File: config.mk
export PLATFORM = sky130hd
export DESIGN_NAME = rect_region_rgb_average
export DESIGN_NICKNAME = d
export VERILOG_FILES = /design/src/rrga_pkg.sv /design/src/rrga_front.sv /design/src/rrga_queue.sv /design/src/rrga_back.sv /design/src/rect_region_rgb_average.sv
export SDC_FILE = /design/constraint.sdc
export NUM_CORES = 2
export LEC_CHECK = 0
export BUFFER_PORTS_ARGS = -buffer_cell sky130_fd_sc_hd__buf_2
export CAP_MARGIN = 10
export CELL_PAD_IN_SITES_DETAIL_PLACEMENT = 1
export CELL_PAD_IN_SITES_GLOBAL_PLACEMENT = 1
export CORE_MARGIN = 2
export CORE_UTILIZATION = 53
export DETAILED_ROUTE_END_ITERATION = 10
export PLACE_DENSITY = 0.93
export SLEW_MARGIN = 20
export SYNTH_ARGS = -nofsm -noshare
export SYNTH_HDL_FRONTEND = slang
export SYNTH_HIERARCHICAL = 1
export SYNTH_SLANG_ARGS = --single-unit
File: constraint.sdc
create_clock -name clk -period 18.1 [get_ports clk]
set_input_delay 3.62 -clock clk [delete_from_list [all_inputs] [get_ports clk]]
set_output_delay 3.62 -clock clk [all_outputs]
set_load 0.02 [all_outputs]
File: src/rrga_pkg.sv
// Shared types, constants and helpers for the rectangle region RGB averager.
package rrga_pkg;

  // Largest image dimension and the derived position width
  localparam int MAX_DIM = 2048;
  localparam int DIM_W   = $clog2(MAX_DIM);

  // Fixed field widths
  localparam int PIX_W   = 8;
  localparam int CFG_W   = 12;
  localparam int LEFT_W  = 11;
  localparam int SUM_W   = 30;
  localparam int CNT_W   = 2 * CFG_W;
  localparam int POS_W   = 14;
  localparam int NCH     = 3;
  localparam int STEP_W  = $clog2(SUM_W);

  // Job queue depth
  localparam int QDEPTH  = 2;
  localparam int QPTR_W  = $clog2(QDEPTH);

  // Configuration register indexes
  localparam int IDX_W = 3;
  localparam logic [IDX_W-1:0] REG_IMAGE_WIDTH  = 3'd0;
  localparam logic [IDX_W-1:0] REG_IMAGE_HEIGHT = 3'd1;
  localparam logic [IDX_W-1:0] REG_RECT_LEFT    = 3'd2;
  localparam logic [IDX_W-1:0] REG_RECT_TOP     = 3'd3;
  localparam logic [IDX_W-1:0] REG_RECT_WIDTH   = 3'd4;
  localparam logic [IDX_W-1:0] REG_RECT_HEIGHT  = 3'd5;

  // Register values after reset
  localparam logic [CFG_W-1:0]  RST_IMAGE_WIDTH  = 12'd2048;
  localparam logic [CFG_W-1:0]  RST_IMAGE_HEIGHT = 12'd2048;
  localparam logic [LEFT_W-1:0] RST_RECT_LEFT    = 11'd0;
  localparam logic [LEFT_W-1:0] RST_RECT_TOP     = 11'd0;
  localparam logic [CFG_W-1:0]  RST_RECT_WIDTH   = 12'd2;
  localparam logic [CFG_W-1:0]  RST_RECT_HEIGHT  = 12'd1;

  typedef struct packed {
    logic [CFG_W-1:0]  image_width;
    logic [CFG_W-1:0]  image_height;
    logic [LEFT_W-1:0] rect_left;
    logic [LEFT_W-1:0] rect_top;
    logic [CFG_W-1:0]  rect_width;
    logic [CFG_W-1:0]  rect_height;
  } cfg_t;

  // One finished frame waiting for division
  typedef struct packed {
    logic [NCH-1:0][SUM_W-1:0] sums;
    logic [CNT_W-1:0]          count;
  } job_t;

  typedef enum logic [1:0] {
    ST_IDLE,
    ST_DIV,
    ST_OUT
  } back_st_t;

  // Zero reads as one, anything above MAX_DIM as MAX_DIM
  function automatic logic [DIM_W:0] clamp_dim(input logic [CFG_W-1:0] v);
    logic [CFG_W:0] ve;
    logic [DIM_W:0] res;
    ve = {1'b0, v};
    if (v == '0) begin
      res = (DIM_W+1)'(1);
    end else if (ve > (CFG_W+1)'(MAX_DIM)) begin
      res = (DIM_W+1)'(MAX_DIM);
    end else begin
      res = (DIM_W+1)'(v);
    end
    return res;
  endfunction

  // Odd width goes down by one, width of one becomes two
  function automatic logic [CFG_W-1:0] even_width(input logic [CFG_W-1:0] w);
    logic [CFG_W-1:0] res;
    if (w[0]) begin
      res = (w == CFG_W'(1)) ? CFG_W'(2) : w - CFG_W'(1);
    end else begin
      res = w;
    end
    return res;
  endfunction

endpackage

File: src/rrga_front.sv
// Raster position tracking, rectangle test and per-channel accumulation.
module rrga_front (
  input  logic                        clk,
  input  logic                        rst_n,
  input  rrga_pkg::cfg_t              cfg,
  input  logic                        in_valid,
  input  logic [rrga_pkg::PIX_W-1:0]  in_red,
  input  logic [rrga_pkg::PIX_W-1:0]  in_green,
  input  logic [rrga_pkg::PIX_W-1:0]  in_blue,
  output logic                        in_stall,
  input  logic                        q_full,
  output logic                        q_push,
  output rrga_pkg::job_t              q_job
);
  import rrga_pkg::*;

  logic [DIM_W-1:0]            col_r, col_nxt;
  logic [DIM_W-1:0]            row_r, row_nxt;
  logic [NCH-1:0][SUM_W-1:0]   sum_r, sum_nxt;
  logic [NCH-1:0][SUM_W-1:0]   sum_add;
  logic [NCH-1:0][PIX_W-1:0]   pix;
  logic [DIM_W:0]              img_w, img_h;
  logic [CFG_W-1:0]            adj_w;
  logic [POS_W-1:0]            col_e, row_e;
  logic                        in_rect;
  logic                        accept;
  logic                        col_wrap, frame_end;

  assign in_stall = q_full;
  assign accept   = in_valid && !q_full;
  assign pix      = {in_blue, in_green, in_red};

  assign img_w = clamp_dim(cfg.image_width);
  assign img_h = clamp_dim(cfg.image_height);
  assign adj_w = even_width(cfg.rect_width);

  // Rectangle membership of the current pixel
  assign col_e   = POS_W'(col_r);
  assign row_e   = POS_W'(row_r);
  assign in_rect = (col_e >= POS_W'(cfg.rect_left)) &&
                   (col_e <  POS_W'(cfg.rect_left) + POS_W'(adj_w)) &&
                   (row_e >= POS_W'(cfg.rect_top)) &&
                   (row_e <  POS_W'(cfg.rect_top) + POS_W'(cfg.rect_height));

  // Position advance
  assign col_wrap  = ({1'b0, col_r} + (DIM_W+1)'(1)) >= img_w;
  assign frame_end = col_wrap && (({1'b0, row_r} + (DIM_W+1)'(1)) >= img_h);

  always_comb begin
    for (int i = 0; i < NCH; i++) begin
      sum_add[i] = in_rect ? sum_r[i] + SUM_W'(pix[i]) : sum_r[i];
    end
  end

  always_comb begin
    col_nxt = col_r;
    row_nxt = row_r;
    sum_nxt = sum_r;
    if (accept) begin
      if (col_wrap) begin
        col_nxt = '0;
        row_nxt = frame_end ? '0 : row_r + DIM_W'(1);
      end else begin
        col_nxt = col_r + DIM_W'(1);
      end
      sum_nxt = frame_end ? '0 : sum_add;
    end
  end

  // Frame result goes to the queue together with the divisor
  assign q_push      = accept && frame_end;
  assign q_job.sums  = sum_add;
  assign q_job.count = CNT_W'(adj_w) * CNT_W'(cfg.rect_height);

  always_ff @(posedge clk) begin
    if (!rst_n) begin
      col_r <= '0;
      row_r <= '0;
      sum_r <= '0;
    end else begin
      col_r <= col_nxt;
      row_r <= row_nxt;
      sum_r <= sum_nxt;
    end
  end

endmodule

File: src/rrga_queue.sv
// Short job queue between the accumulator and the divider.
module rrga_queue (
  input  logic           clk,
  input  logic           rst_n,
  input  logic           push,
  input  rrga_pkg::job_t push_job,
  input  logic           pop,
  output rrga_pkg::job_t pop_job,
  output logic           full,
  output logic           empty
);
  import rrga_pkg::*;

  job_t                mem_r [QDEPTH];
  logic [QPTR_W-1:0]   wp_r, wp_nxt;
  logic [QPTR_W-1:0]   rp_r, rp_nxt;
  logic [QPTR_W:0]     cnt_r, cnt_nxt;
  logic                do_push, do_pop;

  assign full    = (cnt_r == (QPTR_W+1)'(QDEPTH));
  assign empty   = (cnt_r == '0);
  assign do_push = push && !full;
  assign do_pop  = pop && !empty;
  assign pop_job = mem_r[rp_r];

  always_comb begin
    wp_nxt  = wp_r;
    rp_nxt  = rp_r;
    cnt_nxt = cnt_r;
    if (do_push) begin
      wp_nxt = (wp_r == QPTR_W'(QDEPTH-1)) ? '0 : wp_r + QPTR_W'(1);
    end
    if (do_pop) begin
      rp_nxt = (rp_r == QPTR_W'(QDEPTH-1)) ? '0 : rp_r + QPTR_W'(1);
    end
    case ({do_push, do_pop})
      2'b10:   cnt_nxt = cnt_r + (QPTR_W+1)'(1);
      2'b01:   cnt_nxt = cnt_r - (QPTR_W+1)'(1);
      default: cnt_nxt = cnt_r;
    endcase
  end

  always_ff @(posedge clk) begin
    if (!rst_n) begin
      wp_r  <= '0;
      rp_r  <= '0;
      cnt_r <= '0;
    end else begin
      wp_r  <= wp_nxt;
      rp_r  <= rp_nxt;
      cnt_r <= cnt_nxt;
    end
  end

  // Payload storage, no reset
  always_ff @(posedge clk) begin
    if (do_push) begin
      mem_r[wp_r] <= push_job;
    end
  end

endmodule

File: src/rrga_back.sv
// Bit-serial divider for the three channel sums and the result register.
module rrga_back (
  input  logic                        clk,
  input  logic                        rst_n,
  input  logic                        q_empty,
  input  rrga_pkg::job_t              q_job,
  output logic                        q_pop,
  output logic                        out_valid,
  input  logic                        out_stall,
  output logic [rrga_pkg::PIX_W-1:0]  out_avg_red,
  output logic [rrga_pkg::PIX_W-1:0]  out_avg_green,
  output logic [rrga_pkg::PIX_W-1:0]  out_avg_blue,
  output logic                        out_empty_region
);
  import rrga_pkg::*;

  back_st_t                  state_r, state_nxt;
  logic [NCH-1:0][SUM_W-1:0] quo_r, quo_nxt;
  logic [NCH-1:0][CNT_W-1:0] rem_r, rem_nxt;
  logic [CNT_W-1:0]          div_r, div_nxt;
  logic [STEP_W-1:0]         step_r, step_nxt;
  logic                      empty_r, empty_nxt;
  logic [NCH-1:0][CNT_W:0]   rem_sh;
  logic [NCH-1:0]            fits;

  // One restoring step per channel
  always_comb begin
    for (int i = 0; i < NCH; i++) begin
      rem_sh[i] = {rem_r[i], quo_r[i][SUM_W-1]};
      fits[i]   = rem_sh[i] >= {1'b0, div_r};
    end
  end

  always_comb begin
    state_nxt = state_r;
    quo_nxt   = quo_r;
    rem_nxt   = rem_r;
    div_nxt   = div_r;
    step_nxt  = step_r;
    empty_nxt = empty_r;
    q_pop     = 1'b0;
    out_valid = 1'b0;
    case (state_r)
      ST_IDLE: begin
        if (!q_empty) begin
          q_pop   = 1'b1;
          rem_nxt = '0;
          div_nxt = q_job.count;
          step_nxt = '0;
          if (q_job.count == '0) begin
            quo_nxt   = '0;
            empty_nxt = 1'b1;
            state_nxt = ST_OUT;
          end else begin
            quo_nxt   = q_job.sums;
            empty_nxt = 1'b0;
            state_nxt = ST_DIV;
          end
        end
      end
      ST_DIV: begin
        for (int i = 0; i < NCH; i++) begin
          rem_nxt[i] = fits[i] ? CNT_W'(rem_sh[i] - {1'b0, div_r}) : CNT_W'(rem_sh[i]);
          quo_nxt[i] = {quo_r[i][SUM_W-2:0], fits[i]};
        end
        step_nxt = step_r + STEP_W'(1);
        if (step_r == STEP_W'(SUM_W-1)) begin
          state_nxt = ST_OUT;
        end
      end
      ST_OUT: begin
        out_valid = 1'b1;
        if (!out_stall) begin
          state_nxt = ST_IDLE;
        end
      end
      default: state_nxt = ST_IDLE;
    endcase
  end

  assign out_avg_red      = quo_r[0][PIX_W-1:0];
  assign out_avg_green    = quo_r[1][PIX_W-1:0];
  assign out_avg_blue     = quo_r[2][PIX_W-1:0];
  assign out_empty_region = empty_r;

  always_ff @(posedge clk) begin
    if (!rst_n) begin
      state_r <= ST_IDLE;
    end else begin
      state_r <= state_nxt;
    end
  end

  // Datapath registers, no reset
  always_ff @(posedge clk) begin
    quo_r   <= quo_nxt;
    rem_r   <= rem_nxt;
    div_r   <= div_nxt;
    step_r  <= step_nxt;
    empty_r <= empty_nxt;
  end

endmodule

File: src/rect_region_rgb_average.sv
// Result path: after a frame's last pixel is accepted, its job is loaded from the
//   queue, then 30 divider steps of one quotient bit each yield the offered result.
// Throughput: one pixel per cycle unless the two-entry job queue is full, which
//   absorbs back-to-back frames; the divider waits for each result to be taken.
// Reset: synchronous, active low; clears position counters, sums, queue and
//   divider state, and loads configuration defaults.
module rect_region_rgb_average (
  input  logic                        clk,
  input  logic                        rst_n,
  input  logic                        cfg_we,
  input  logic [rrga_pkg::IDX_W-1:0]  cfg_index,
  input  logic [rrga_pkg::CFG_W-1:0]  cfg_wdata,
  input  logic                        in_valid,
  output logic                        in_stall,
  input  logic [rrga_pkg::PIX_W-1:0]  in_red,
  input  logic [rrga_pkg::PIX_W-1:0]  in_green,
  input  logic [rrga_pkg::PIX_W-1:0]  in_blue,
  output logic                        out_valid,
  input  logic                        out_stall,
  output logic [rrga_pkg::PIX_W-1:0]  out_avg_red,
  output logic [rrga_pkg::PIX_W-1:0]  out_avg_green,
  output logic [rrga_pkg::PIX_W-1:0]  out_avg_blue,
  output logic                        out_empty_region
);
  import rrga_pkg::*;

  cfg_t cfg_r, cfg_nxt;
  job_t push_job, pop_job;
  logic q_push, q_pop, q_full, q_empty;

  // Configuration register file
  always_comb begin
    cfg_nxt = cfg_r;
    if (cfg_we) begin
      case (cfg_index)
        REG_IMAGE_WIDTH:  cfg_nxt.image_width  = cfg_wdata;
        REG_IMAGE_HEIGHT: cfg_nxt.image_height = cfg_wdata;
        REG_RECT_LEFT:    cfg_nxt.rect_left    = cfg_wdata[LEFT_W-1:0];
        REG_RECT_TOP:     cfg_nxt.rect_top     = cfg_wdata[LEFT_W-1:0];
        REG_RECT_WIDTH:   cfg_nxt.rect_width   = cfg_wdata;
        REG_RECT_HEIGHT:  cfg_nxt.rect_height  = cfg_wdata;
        default:          cfg_nxt = cfg_r;
      endcase
    end
  end

  always_ff @(posedge clk) begin
    if (!rst_n) begin
      cfg_r.image_width  <= RST_IMAGE_WIDTH;
      cfg_r.image_height <= RST_IMAGE_HEIGHT;
      cfg_r.rect_left    <= RST_RECT_LEFT;
      cfg_r.rect_top     <= RST_RECT_TOP;
      cfg_r.rect_width   <= RST_RECT_WIDTH;
      cfg_r.rect_height  <= RST_RECT_HEIGHT;
    end else begin
      cfg_r <= cfg_nxt;
    end
  end

  rrga_front u_front (
    .clk      (clk),
    .rst_n    (rst_n),
    .cfg      (cfg_r),
    .in_valid (in_valid),
    .in_red   (in_red),
    .in_green (in_green),
    .in_blue  (in_blue),
    .in_stall (in_stall),
    .q_full   (q_full),
    .q_push   (q_push),
    .q_job    (push_job)
  );

  rrga_queue u_queue (
    .clk      (clk),
    .rst_n    (rst_n),
    .push     (q_push),
    .push_job (push_job),
    .pop      (q_pop),
    .pop_job  (pop_job),
    .full     (q_full),
    .empty    (q_empty)
  );

  rrga_back u_back (
    .clk              (clk),
    .rst_n            (rst_n),
    .q_empty          (q_empty),
    .q_job            (pop_job),
    .q_pop            (q_pop),
    .out_valid        (out_valid),
    .out_stall        (out_stall),
    .out_avg_red      (out_avg_red),
    .out_avg_green    (out_avg_green),
    .out_avg_blue     (out_avg_blue),
    .out_empty_region (out_empty_region)
  );

`ifndef SYNTHESIS
  // A finished frame is never pushed into a full queue
  a_no_push_full: assert property (@(posedge clk) disable iff (!rst_n)
    q_push |-> !q_full) else $error("job pushed into full queue");

  // An empty region always reports zero averages
  a_empty_zero: assert property (@(posedge clk) disable iff (!rst_n)
    (out_valid && out_empty_region) |->
      (out_avg_red == '0 && out_avg_green == '0 && out_avg_blue == '0))
    else $error("empty region with nonzero average");

  // No result right after reset
  a_reset_quiet: assert property (@(posedge clk)
    $past(!rst_n) |-> !out_valid) else $error("result valid after reset");

  // The divider takes a job only while no result is pending
  a_pop_idle: assert property (@(posedge clk) disable iff (!rst_n)
    q_pop |-> (!out_valid && !q_empty)) else $error("pop while busy");
`endif

endmodule
---- After elaboration in Yosys (flattened, before gate mapping) ----
Memories as Yosys holds them, arrays and structs flattened. A register that Yosys moved wholly into a read port is not among the register bits.
Index checks and enable logic that the tools add are counted.
Widths: inputs -> output; s select.
cells by class
  add/sub/neg operators ................... 18
  multipliers ............................. 1
  magnitude comparators ................... 11
  eq/ne operators ......................... 15
  multiplexer cells ....................... 38
  bitwise operators ....................... 1
  reduce and logical (&&, ||, !) cells .... 28
operators by type and width
  operator               count
  $mux 90                3
  $pmux 90 s2            1
  $pmux 72 s2            1
  $add 30x8->30          3
  $mux 30                3
  $ge 25x24->1           3
  $mux 12                6
  $mux 24                3
  $mux 72                1
  $sub 24x24->24         3
  $lt 11x14->1           2
  $add 11x12->13         2
  $add 11x1->12 const B  2
  $ge 12x12->1           2
  $gt 12x12->1 const B   2
  $logic_not 12->1       2
  $logic_not 24->1       1
  $mul 12x12->24         1
  $add 11x1->11 const B  2
  $ge 11x11->1           2
  $mux 11                2
  $reduce_and 2->1       9
  $eq 12x1->1 const B    1
  $sub 12x1->12 const B  1
  other kinds (25)       54
word-level totals
  flip-flop bits (word level) ............. 380
  bits in writable memories ............... 228
  bits of input ports ..................... 44
  output and inout port bits .............. 27
  memories kept ........................... 1
memory list
  name           words  bits a word  rd ports  clocked after memory_dff  wr ports  RTL line          text
  u_queue.mem_r  2      114          1         1                         1         rrga_queue.sv:14  job_t mem_r [QDEPTH];

---- Depth between registers and ports, before layout ----
  depth in word-level cells ............... 10
  depth in mapped cells ................... 29

---- Hierarchy ----
The synthesis kept the hierarchy.
modules (own cells, without submodules)
  module                   times used  cells an instance  area an instance (sq um)
  rrga_front               1           1910               15060.7
  rrga_back                1           1237               12182.9
  rrga_queue               1           381                8471.9
  rect_region_rgb_average  1           248                2581.2

---- Worst setup path after synthesis ----
OpenSTA, ideal clock, no wires.
  path type ............................... register to register
  from .................................... register u_queue.cnt_r[0]
  to ...................................... register u_back.state_r[1]
  setup time .............................. 101 ps
  data arrival time ....................... 9313 ps
  setup slack ............................. 8685 ps
  stages on the path, launching flop included .. 5
  cell sequence ........................... dfxtp_1 nor2_1 a21oi_1 o211ai_1 a21boi_0
on the way
  longest elaborated chain between the ends .. 3
ends and longest elaborated chain
  item                        RTL line                       text
  from (decl)                 rrga_queue.sv:17               logic [QPTR_W:0] cnt_r, cnt_nxt;
  from (signal assigned)      rrga_queue.sv:51               cnt_r <= cnt_nxt;
  $logic_not 2->1             rrga_queue.sv:21               assign empty = (cnt_r == '0);
  named net q_empty           rect_region_rgb_average.sv:29  logic q_push, q_pop, q_full, q_empty;
  $ne 2x2->1 (no line)        n/a
  $reduce_and 3->1 (no line)  n/a
  to (signal assigned)        rrga_back.sv:90                state_r <= state_nxt;
  to (decl)                   rrga_back.sv:17                back_st_t state_r, state_nxt;
The timed path passes the listed nets, and every way through them passes these cells.
A chain may end at the register's enable or synchronous reset.

==> metrics <==
Reg area=16400 um2; Fmax=0.118 GHz; dominant cell type by area after synthesis=edfxtp_1; Finished Core Util=58.0%; crit path capture type=flip-flop; Area Growth Syn to Fin=8.29%; Max IR drop VDD=0.0000914 V; DR pass1 iterations=6; Nets=4152; post_cts resized=0; clk_lat worst skew=0.65 ns; H-tree depth=3; Yosys top cell area share=32.9%; top-count cell post-synth=nand2_1; hpwl dp=75700 um; status=completed; Crit Path Max Fanout=15; crit path launch type=flip-flop; initial antenna violation count=3; area of the multi-input gates=20100 um2; CTS tree=built; RSZ-0062 raised after global routing=no; Layout Skew=0.0647 ns; Post-CTS Setup Bufs=0; Seq/Total Area, Yosys=42.8%; final wirelength=127000 um; vias in the first global route=33800; gr usage total=33.7%; P per Cell Area=78.3 nW/um2; ys flop type=edfxtp_1; first-pass GRT wire length=197000 um; core box area=71500 um2; via count=31100; Tmin final=8.50 ns; CTS buffer count=70; Post-synth EDFFs=420; max incr delay on CP=0.82 ns; largest net degree at the start of global routing=168; Post-synth ARST share=0%; GR Overflow Total=0; critical-path cell list=or3_1 > nor3_1 > nand2_1 > nor3_1 > xnor2_1 > nor2_1 > nand2_1 > fa_1 > fa_1 > inv_1 > fa_1 > fa_1 > inv_1 > fa_1 > inv_1 > ha_1 > a21o_1 > a41oi_1 > a211oi_1 > a31o_2 > o31a_1 > o21a_1 > nor2_1 > xnor2_1; Setup TNS Final=0 ns; global placer's final weighted congestion=0.851; post-route ant nets=0; die width=273 um; Post-Syn Instances=3776; Worst Hold Class=flip-flop to flip-flop; drt wl/cell=26.7 um; Post-Syn Area=38300 um2; fill cell total of the finished layout=7657; Yosys Warn Count=6; WS Path Type=flip-flop to flip-flop; clk sink count=609; FF+latch count, synth=609; hold buffer count at cts=0; slowest CP cell=nor2_1; Max-slew headroom=25.9%; Leak=0.0171 uW; crit path DAT=8.88 ns; worst slew pin tran=1.11 ns; CTS root buffer=clkbuf_16; io pins=71; Synth top cells by count=511 x nand2_1, 420 x edfxtp_1, 252 x ha_1, 225 x nor2_1, 221 x inv_1; chip height=273 um; Fin. Hold Viols=0; final instance area=41500 um2; Setup Viol. Count Final=0; DR iter-0 viols=2814; Rows=98; Clock Path Buffers=3; Clk pin slew, worst setup/hold paths=0.06 ns; top cells by area, synth=edfxtp_1 33%, dfxtp_1 9.9%, ha_1 8.2%; Post-Syn Area per Cell=10.1 um2; die area=74400 um2; MaxCap Viol Count=0; Residual DRC=0; WP data required=18.47 ns; CP most frequent cell=fa_1; Final period util=47.0%; count of port buffers added during placement=70; vias per cell=6.54; post-synthesis cell type count=100; layout cell share with drive strength beyond 1=10.1%; starting density of the core=53.6%; Final Max Slew Viols=0; post-placement cell area=39100 um2
==> cell type report <==
cell class              count  area share [%]
diodes                      2          0.0121
clock buffers              86            4.59
clock inverters            41            1.00
inverters                 222            2.02
multi-input cells        2747            48.5
flip-flops and latches    609            39.5
well taps                 950            2.87
repair buffers             98            1.43
==> per-stage QoR <==
stage	hold WS [ns]	std cells	total power [uW]	setup slack (ns)
2_1_floorplan	0.412	3787	1710	8.69
3_3_place_gp	0.423	4625	1770	10.81
3_5_place_dp	0.454	4625	1790	10.27
4_1_cts	0.456	4752	3240	9.84
5_1_grt	0.485	4755	3320	9.27
6_report	0.469	4755	3250	9.60
==> registers in the layout (all words and copies together), names as in the netlist, 2 cells and up, named ones only <==
name                  count
u_back/step_r             5
u_queue/cnt_r             2
u_back/out_avg_blue       8
u_front/col_r            11
u_front/sum_r            90
cfg_r                    70
u_back/div_r             24
u_back/state_r            2
u_back/rem_r             72
u_back/out_avg_red        8
u_back/quo_r             66
u_queue/mem_r           228
u_back/out_avg_green      8
u_front/row_r            11
==> worst max-delay path: cells and delay by family (launching register included) <==
kind | cells | cell delay, ns
buffers and inverters | 3 | 0.17
flip-flops | 1 | 0.50
AND/OR/NAND/NOR | 7 | 2.45
XOR/XNOR | 2 | 0.27
AO/OA/AOI/OAI | 6 | 1.82
adder cells (fa/ha/maj) | 6 | 3.05
==> cell usage in the layout (no fill, tap or decap), types with 31 or more instances in the layout <==
cell type,n
nand2_1,511
edfxtp_1,420
ha_1,252
nor2_1,222
inv_1,220
o21ai_0,211
dfxtp_1,188
a21oi_1,143
mux2i_1,133
mux2_2,116
xnor2_1,114
fa_1,108
nand3_1,94
and2_1,92
xor2_1,85
clkbuf_16,71
buf_2,70
a21o_1,55
nor3_1,50
and3_1,50
a31oi_1,43
nor2b_1,40
o21a_1,32
nand2b_1,32
nand4_1,31
==> cell families after synthesis <==
logic type / synth area share, %
DFF: 42.8
and+or+nand+nor: 15.3
other: 0.0196
AOI/OAI and AO/OA: 11.6
muxes: 6.96
buffers and inverters: 4.93
xor gates and xnor gates: 4.55
adders and majority gates: 13.9
==> routing by layer <==
| layer | track usage [%] | vias to the layer above | routed length, um |
|---|---|---|---|
| met5 | 0 | - | 13 |
| met1 | 39.1 | 15600 | 46800 |
| met4 | 19.4 | 2 | 7790 |
| li1 | - | 13300 | - |
| met3 | 5.09 | 548 | 8460 |
| met2 | 59.3 | 1695 | 63700 |
==> where the power goes <==
part           internal, uW  switching (uW)
Combinational          81.1             191
Clock                   807             650
Sequential             1500            19.3
==> path summary, 6_finish.rpt <==
path / from / endpoint / slack, ns / depth (start not counted)
hold reg to reg: u_front/sum_r[46]$_SDFFE_PN0P_ / u_front/sum_r[46]$_SDFFE_PN0P_ / 0.47 / 1
setup reg to reg: cfg_r[17]$_SDFFE_PN0P_ / u_queue/mem_r[0][23]$_DFFE_PP_ / 9.60 / 24
setup / recovery: cfg_r[17]$_SDFFE_PN0P_ / u_queue/mem_r[0][23]$_DFFE_PP_ / 9.60 / 24
hold / removal: u_front/sum_r[46]$_SDFFE_PN0P_ / u_front/sum_r[46]$_SDFFE_PN0P_ / 0.47 / 1
Note: power is estimated with default switching activity, not from simulation.
